**src/hw/rtl/bspc_pkg.sv**
```systemverilog
// Shared types and constants for the bounded stack with palindrome check.
// Used by the top level and the port checker.
package bspc_pkg;

	localparam int STACK_DEPTH = 8;
	localparam int WORD_W      = 32;

	// request kinds carried on s_tuser
	typedef enum logic [1:0] {
		MODE_PUSH  = 2'd0,
		MODE_POP   = 2'd1,
		MODE_DISP  = 2'd2,
		MODE_CHECK = 2'd3
	} mode_t;

	// result status carried in m_tuser[1:0]
	localparam logic [1:0] STAT_OK        = 2'd0;
	localparam logic [1:0] STAT_OVERFLOW  = 2'd1;
	localparam logic [1:0] STAT_UNDERFLOW = 2'd2;
	localparam logic [1:0] STAT_UNUSED    = 2'd3;

	// pending single result
	typedef struct packed {
		logic [1:0] status;
		logic       pal;
		logic       use_rd;
	} res_t;

	typedef enum logic [3:0] {
		S_IDLE = 4'b0001,
		S_ONE  = 4'b0010,
		S_DISP = 4'b0100,
		S_PAL  = 4'b1000
	} state_t;

endpackage

```
**src/hw/rtl/bounded_stack_with_palindrome_check_top.sv**
```systemverilog
// Bounded LIFO stack of signed 32-bit words with display and palindrome check.
// Depends on bspc_pkg and bspc_ram (two mirrored copies of the stack storage).
//
// One request is taken at a time on the s_ side; s_tuser carries the mode
// (push, pop, display, check) and s_tdata the word to push. Push, pop and any
// request on an empty stack give one result item. Display of N stored words
// gives N items, top word first, tlast on the bottom word. The palindrome check
// compares words from both ends inward, one pair at a time, and stops at the
// first mismatch; it gives one item. Storage read data is registered, and
// back-pressure on m_tready holds each item. A finished result sits in an
// output register, so a new request can be accepted while it waits.
// Storage has no reset; only words below the fill count are ever read.
module bounded_stack_with_palindrome_check_top #(
	parameter int DEPTH = bspc_pkg::STACK_DEPTH
) (
	input  logic                        clk,
	input  logic                        arst_n,
	input  logic                        s_tvalid,
	output logic                        s_tready,
	input  logic [bspc_pkg::WORD_W-1:0] s_tdata,  // [31:0] push_value
	input  logic [1:0]                  s_tuser,  // [1:0] mode
	output logic                        m_tvalid,
	input  logic                        m_tready,
	output logic [bspc_pkg::WORD_W-1:0] m_tdata,  // [31:0] data_word
	output logic [2:0]                  m_tuser,  // [1:0] status, [2] is_palindrome
	output logic                        m_tlast
);

	import bspc_pkg::*;

	localparam int AW = (DEPTH > 1) ? $clog2(DEPTH) : 1;
	localparam int CW = $clog2(DEPTH + 1);

	state_t         state_q, state_d;
	logic [CW-1:0]  fill_q, fill_d;
	logic [AW-1:0]  lo_q, lo_d, hi_q, hi_d;
	res_t           res_q, res_d;

	logic              we;
	logic              re_a, re_b;
	logic [AW-1:0]     ra_a, ra_b, top_addr;
	logic [WORD_W-1:0] rd_a, rd_b;
	logic              full, empty, out_free;

	logic              load;
	logic [WORD_W-1:0] ld_data;
	logic [1:0]        ld_stat;
	logic              ld_pal, ld_last;

	logic              m_tvalid_q;
	logic [WORD_W-1:0] m_tdata_q;
	logic [2:0]        m_tuser_q;
	logic              m_tlast_q;

	mode_t in_mode;

	assign in_mode  = mode_t'(s_tuser);
	assign full     = (fill_q == CW'(DEPTH));
	assign empty    = (fill_q == '0);
	assign top_addr = AW'(fill_q - CW'(1));
	assign out_free = !m_tvalid_q || m_tready;
	assign s_tready = (state_q == S_IDLE);

	bspc_ram #(.Width(WORD_W), .Depth(DEPTH)) u_ram_a (
		.clk   (clk),
		.we    (we),
		.waddr (AW'(fill_q)),
		.wdata (s_tdata),
		.re    (re_a),
		.raddr (ra_a),
		.rdata (rd_a)
	);

	bspc_ram #(.Width(WORD_W), .Depth(DEPTH)) u_ram_b (
		.clk   (clk),
		.we    (we),
		.waddr (AW'(fill_q)),
		.wdata (s_tdata),
		.re    (re_b),
		.raddr (ra_b),
		.rdata (rd_b)
	);

	always_comb begin
		state_d = state_q;
		fill_d  = fill_q;
		lo_d    = lo_q;
		hi_d    = hi_q;
		res_d   = res_q;
		we      = 1'b0;
		re_a    = 1'b0;
		re_b    = 1'b0;
		ra_a    = '0;
		ra_b    = '0;
		load    = 1'b0;
		ld_data = '0;
		ld_stat = STAT_OK;
		ld_pal  = 1'b0;
		ld_last = 1'b1;
		case (state_q)
			S_IDLE: begin
				if (s_tvalid) begin
					state_d = S_ONE;
					case (in_mode)
						MODE_PUSH: begin
							if (full) begin
								res_d = '{status: STAT_OVERFLOW, pal: 1'b0, use_rd: 1'b0};
							end else begin
								we     = 1'b1;
								fill_d = fill_q + CW'(1);
								res_d  = '{status: STAT_OK, pal: 1'b0, use_rd: 1'b0};
							end
						end
						MODE_POP: begin
							if (empty) begin
								res_d = '{status: STAT_UNDERFLOW, pal: 1'b0, use_rd: 1'b0};
							end else begin
								re_a   = 1'b1;
								ra_a   = top_addr;
								fill_d = fill_q - CW'(1);
								res_d  = '{status: STAT_OK, pal: 1'b0, use_rd: 1'b1};
							end
						end
						MODE_DISP: begin
							if (empty) begin
								res_d = '{status: STAT_UNDERFLOW, pal: 1'b0, use_rd: 1'b0};
							end else begin
								re_a    = 1'b1;
								ra_a    = top_addr;
								hi_d    = top_addr;
								state_d = S_DISP;
							end
						end
						default: begin
							if (fill_q <= CW'(1)) begin
								res_d = '{status: STAT_OK, pal: 1'b1, use_rd: 1'b0};
							end else begin
								re_a    = 1'b1;
								re_b    = 1'b1;
								ra_a    = '0;
								ra_b    = top_addr;
								lo_d    = '0;
								hi_d    = top_addr;
								state_d = S_PAL;
							end
						end
					endcase
				end
			end
			S_ONE: begin
				if (out_free) begin
					load    = 1'b1;
					ld_data = res_q.use_rd ? rd_a : '0;
					ld_stat = res_q.status;
					ld_pal  = res_q.pal;
					state_d = S_IDLE;
				end
			end
			S_DISP: begin
				// emit one word per cycle while the output is free, read the next one below it
				if (out_free) begin
					load    = 1'b1;
					ld_data = rd_a;
					ld_last = (hi_q == '0);
					if (hi_q == '0) begin
						state_d = S_IDLE;
					end else begin
						re_a = 1'b1;
						ra_a = hi_q - AW'(1);
						hi_d = hi_q - AW'(1);
					end
				end
			end
			S_PAL: begin
				if (rd_a != rd_b) begin
					res_d   = '{status: STAT_OK, pal: 1'b0, use_rd: 1'b0};
					state_d = S_ONE;
				end else if (({1'b0, lo_q} + (AW+1)'(2)) < {1'b0, hi_q}) begin
					// next pair still lies strictly inside
					re_a = 1'b1;
					re_b = 1'b1;
					ra_a = lo_q + AW'(1);
					ra_b = hi_q - AW'(1);
					lo_d = lo_q + AW'(1);
					hi_d = hi_q - AW'(1);
				end else begin
					res_d   = '{status: STAT_OK, pal: 1'b1, use_rd: 1'b0};
					state_d = S_ONE;
				end
			end
			default: begin
				state_d = S_IDLE;
			end
		endcase
	end

	always_ff @(posedge clk or negedge arst_n) begin
		if (!arst_n) begin
			state_q    <= S_IDLE;
			fill_q     <= '0;
			m_tvalid_q <= 1'b0;
		end else begin
			state_q <= state_d;
			fill_q  <= fill_d;
			if (load) begin
				m_tvalid_q <= 1'b1;
			end else if (m_tready) begin
				m_tvalid_q <= 1'b0;
			end
		end
	end

	always_ff @(posedge clk) begin
		lo_q  <= lo_d;
		hi_q  <= hi_d;
		res_q <= res_d;
		if (load) begin
			m_tdata_q <= ld_data;
			m_tuser_q <= {ld_pal, ld_stat};
			m_tlast_q <= ld_last;
		end
	end

	assign m_tvalid = m_tvalid_q;
	assign m_tdata  = m_tdata_q;
	assign m_tuser  = m_tuser_q;
	assign m_tlast  = m_tlast_q;

endmodule

```
**src/hw/rtl/bspc_ram.sv**
```systemverilog
// Generic single-write, single-read RAM with registered read data.
// No dependencies.
module bspc_ram #(
	parameter  int Width = 32,
	parameter  int Depth = 8,
	localparam int AddrW = (Depth > 1) ? $clog2(Depth) : 1
) (
	input  logic             clk,
	input  logic             we,
	input  logic [AddrW-1:0] waddr,
	input  logic [Width-1:0] wdata,
	input  logic             re,
	input  logic [AddrW-1:0] raddr,
	output logic [Width-1:0] rdata
);

	logic [Width-1:0] mem_q [Depth];

	always_ff @(posedge clk) begin
		if (we) begin
			mem_q[waddr] <= wdata;
		end
		// hold read data while no read is issued
		if (re) begin
			rdata <= mem_q[raddr];
		end
	end

endmodule

```
**config.mk**
```make
export PLATFORM = sky130hd
export DESIGN_NAME = bounded_stack_with_palindrome_check_top
export DESIGN_NICKNAME = d
export VERILOG_FILES = /design/src/hw/rtl/bspc_pkg.sv /design/src/hw/rtl/bounded_stack_with_palindrome_check_top.sv /design/src/hw/rtl/bspc_ram.sv
export SDC_FILE = /design/constraint.sdc
export NUM_CORES = 1
export LEC_CHECK = 0
export BUFFER_PORTS_ARGS = -buffer_cell sky130_fd_sc_hd__buf_2
export CORE_ASPECT_RATIO = 1.2
export CORE_UTILIZATION = 55
export DETAILED_ROUTE_END_ITERATION = 7
export GPL_TIMING_DRIVEN = 0
export HOLD_SLACK_MARGIN = 0.02
export PLACE_DENSITY_LB_ADDON = 0.08
export SLEW_MARGIN = 5
export SYNTH_ARGS = -nofsm -noshare
export SYNTH_HDL_FRONTEND = slang
export SYNTH_SLANG_ARGS = --single-unit
export TNS_END_PERCENT = 50
```
**constraint.sdc**
```tcl
create_clock -name clk -period 11.3 [get_ports clk]
set_clock_uncertainty 0.15 [all_clocks]
set_input_delay 2.26 -clock clk [delete_from_list [all_inputs] [get_ports clk]]
set_output_delay 2.26 -clock clk [all_outputs]
set_load 0.02 [all_outputs]
```
==> reports/results.ini <==
[die]
die_h_um=198
fp.dieW_um=165
rows=71
die_area_um2=32600
core-area_um2=31400
pin_count=76
initial_core_util_pct=55.9

[clocking]
cts_setup_buffers=0
root_buffer=clkbuf_16
clk_path_buf_depth=3
ctsHoldBuffers=0
h-tree-depth=2
cts_sinks=375
path_clk_slew_ns=0.06
cts_tree=yes
clkLatencyLatePin_ns=0.55
ctsResizeCount=0
tritoncts.num_buffers=38

[routing]
met1_length_um=20500
drt_iter0_markers=1483
viasPerCell=6.85
wl_um=55200
dr_wl_met2_um=25500
top_layer_used=met5
wl_met3_um=6010
wl_per_cell_um=30.5
post-route-drc-count=0
vias=12400
firstDrtPassIters=5
drtAntennaViolNets=0

[place]
globalplace.congestion=0.901
dp_hpwl_um=36400
io_buffer_count=75
dp.cells=1742

[logic_synthesis]
syn_inst=1246
async_flop_share_pct=2.40
synth_edf_count=366
synthTopCellsByArea=edfxtp_1 (63%), a211oi_1 (5.9%), and3_1 (5.2%), mux2_2 (3.6%), mux2i_1 (3.1%)
yosysWarnings=0
seq_area_frac_synth_pct=63.9
synth_top_area_share_pct=62.7
yosysTopAreaCell=edfxtp_1
synth-seq-cells=375
netlist_area_um2=17500
dominantRegCellSynth=edfxtp_1
postSynthAreaPerCell_um2=14.1
ys_types=62
syn-num-nets=1297

[finish]
fill_cells=2331
multi_input_comb_area_um2=5920
final_layout_size_suffix_gt1_share_pct=20.9
final_nets=1432
final_cells=1810
n_antenna_cell=0
synthToLayoutAreaGrowth_pct=14.2
seq_area_um2=11200

[sta]
finalSetupTns_ns=0
rsz0062_at_grt=no
min_period_over_period_pct=45.8
finalSetupViolations=0
fmax_mhz=193
slew_headroom_pct=30.1
slew_violations=0
finalCriticalPeriod_ns=5.18
hold_ws_ns=0.379
worst_pin_slew_ns=1.05
report.final.hold_viol_count=0

[grt]
grt_pass1_wl_um=78700
grt_max_degree=26
antenna_found_initial=2
grt_overflow_total=0
grtUsageTotal_pct=34.6
grt_pass1_vias=12300

[pwr]
p_clk_share_pct=32.1
leakagePower_nw=6.84
p_int_mw=2.72
comb_power_share_pct=23.1
power_density_nw_per_um2=195
p_switching_mw=1.20
peakVddDrop_v=0.000152
swShare_pct=30.6
total_power_mw=3.92
sequentialPowerShare_pct=44.8

[critical_path]
cpPeakStageDelay_ns=0.79
required_ns=11.41
worst_setup_path_start_kind=input port
timing_worst_setup_path_type=in -> reg
path_cells=buf_2 -> ha_1 -> o2111ai_2 -> or2_2 -> buf_2 -> nand2_2 -> clkbuf_1 -> a211oi_1 -> nor4_1
path_buf_inv=3
cp_top_family=simple AND/OR/NAND/NOR gates
cp_max_fo=10
slowest_stage=clkbuf_1
arrival_ns=5.29
crit_path_end_kind=register
cp_common_cell=buf_2

[job]
maxCapViolations=0

[min_path]
hp-class=reg -> reg

[status]
outcome=finished, final reports clean

[logic make-up (layout without fill, tap and decap cells)]
group                      Yosys count  in the layout  synth area share (%)
DFF                                375            375                  63.9
and+or+nand+nor                    356            356                  11.7
AOI/OAI and AO/OA                  247            247                  12.0
muxes                              111            111                  6.73
buffers and inverters              105            268                  2.68
xor gates and xnor gates            39             39                  1.95
adders and majority gates           13             13                 0.970
[synth_stat cells (2+ instances only)]
cell       number
edfxtp_1      366
and3_1        147
a211oi_1      139
nor2_1         69
clkbuf_1       61
mux2_2         56
mux2i_1        55
and2_1         38
xor2_1         35
a2111oi_2      30
nor4_1         29
buf_2          25
nand2_1        21
a221oi_1       12
ha_1           12
inv_1          11
o32ai_1        11
a21boi_0       10
a21oi_1        10
o21ai_0        10
dfrtp_1         8
nand2b_1        7
nor2b_1         7
nand4_1         6
nor3_1          6
and4_1          4
buf_4           4
buf_6           4
nand3_1         4
or2_2           4
xnor2_1         4
or3_1           3
a2111oi_1       2
a211o_1         2
a21o_1          2
a22oi_1         2
nor4b_4         2
o22ai_1         2
o32a_1          2
or4b_1          2
[power by group through the flow]
stage	clock network (mW)	registers [mW]	logic (mW)
after floorplan	0	1.82	0.496
after CTS	1.26	1.75	0.891
after detailed placement	0	1.78	0.887
after global routing	1.31	1.77	0.954
after global placement	0	1.79	0.840
final	1.26	1.76	0.903
[flip-flops by register name, summed over array words and instances, names as in the netlist, 4 cells and up]
name / count
u_ram_a.rdata: 32
state_q: 4
m_tdata: 32
u_ram_b.rdata: 32
res_q: 4
fill_q: 4
u_ram_b.mem_q: 224
u_ram_a.mem_q: 32
[area by class of cell]
cell class | instances | area share [%]
Clock inverter | 24 | 1.14
Timing Repair Buffer | 95 | 3.51
Buffer | 94 | 2.14
Multi-Input combinational cell | 766 | 29.6
Inverter | 11 | 0.206
Clock buffer | 44 | 4.96
Sequential cell | 375 | 56.0
Tap cell | 401 | 2.50
[worst reg2reg max path: cells and delay by family (launching register included)]
kind	cells	cell delay [ns]
simple gates	5	2.50
buf+inv	1	0.80
flops	1	0.44
xor+xnor	1	0.20
compound gates	1	0.20
[per-stage QoR]
stage | cell area [um2] | util [%] | setup WS (ns)
after detailed placement | 18800 | 60.0 | 5.75
after global routing | 20000 | 63.9 | 6.13
after global placement | 18400 | 58.7 | 2.15
final | 20000 | 63.9 | 6.12
after floorplan | 17500 | - | 5.73
after CTS | 20000 | 63.9 | 6.31
[layout by cell type, fill, tap and decap left out, types with 7 or more instances in the layout]
master	n
edfxtp_1	366
and3_1	147
a211oi_1	139
buf_2	100
clkbuf_1	66
nor2_1	63
mux2_2	56
mux2i_1	55
clkbuf_16	39
and2_1	38
xor2_1	35
a2111oi_2	30
nor4_1	29
nand2_1	20
a221oi_1	12
ha_1	12
inv_1	11
o32ai_1	11
a21oi_1	10
o21ai_0	10
buf_6	10
a21boi_0	10
clkinv_2	9
buf_4	8
dfrtp_1	8
nand2b_1	7
[layer usage]
metal	global-route usage (%)	vias up
met4	20.1	4
met1	44.8	6022
met2	53.7	903
met3	7.35	235
met5	0	-
li1	-	5243
[path summary, 6_finish.rpt]
kind | slack, ns | depth (start not counted) | start | to
max reg2reg | 6.72 | 8 | u_ram_a.rdata[20] | u_ram_b.rdata[17]
max in group asynchronous | 9.33 | 1 | arst_n | state_q[0]
min | 0.38 | 1 | res_q[3] | m_tuser[1]
max | 6.12 | 9 | s_tuser[1] | u_ram_b.rdata[17]
min reg2reg | 0.38 | 1 | res_q[3] | m_tuser[1]
min in group asynchronous | 1.41 | 1 | arst_n | fill_q[2]
(Power assumes the default switching activity.)
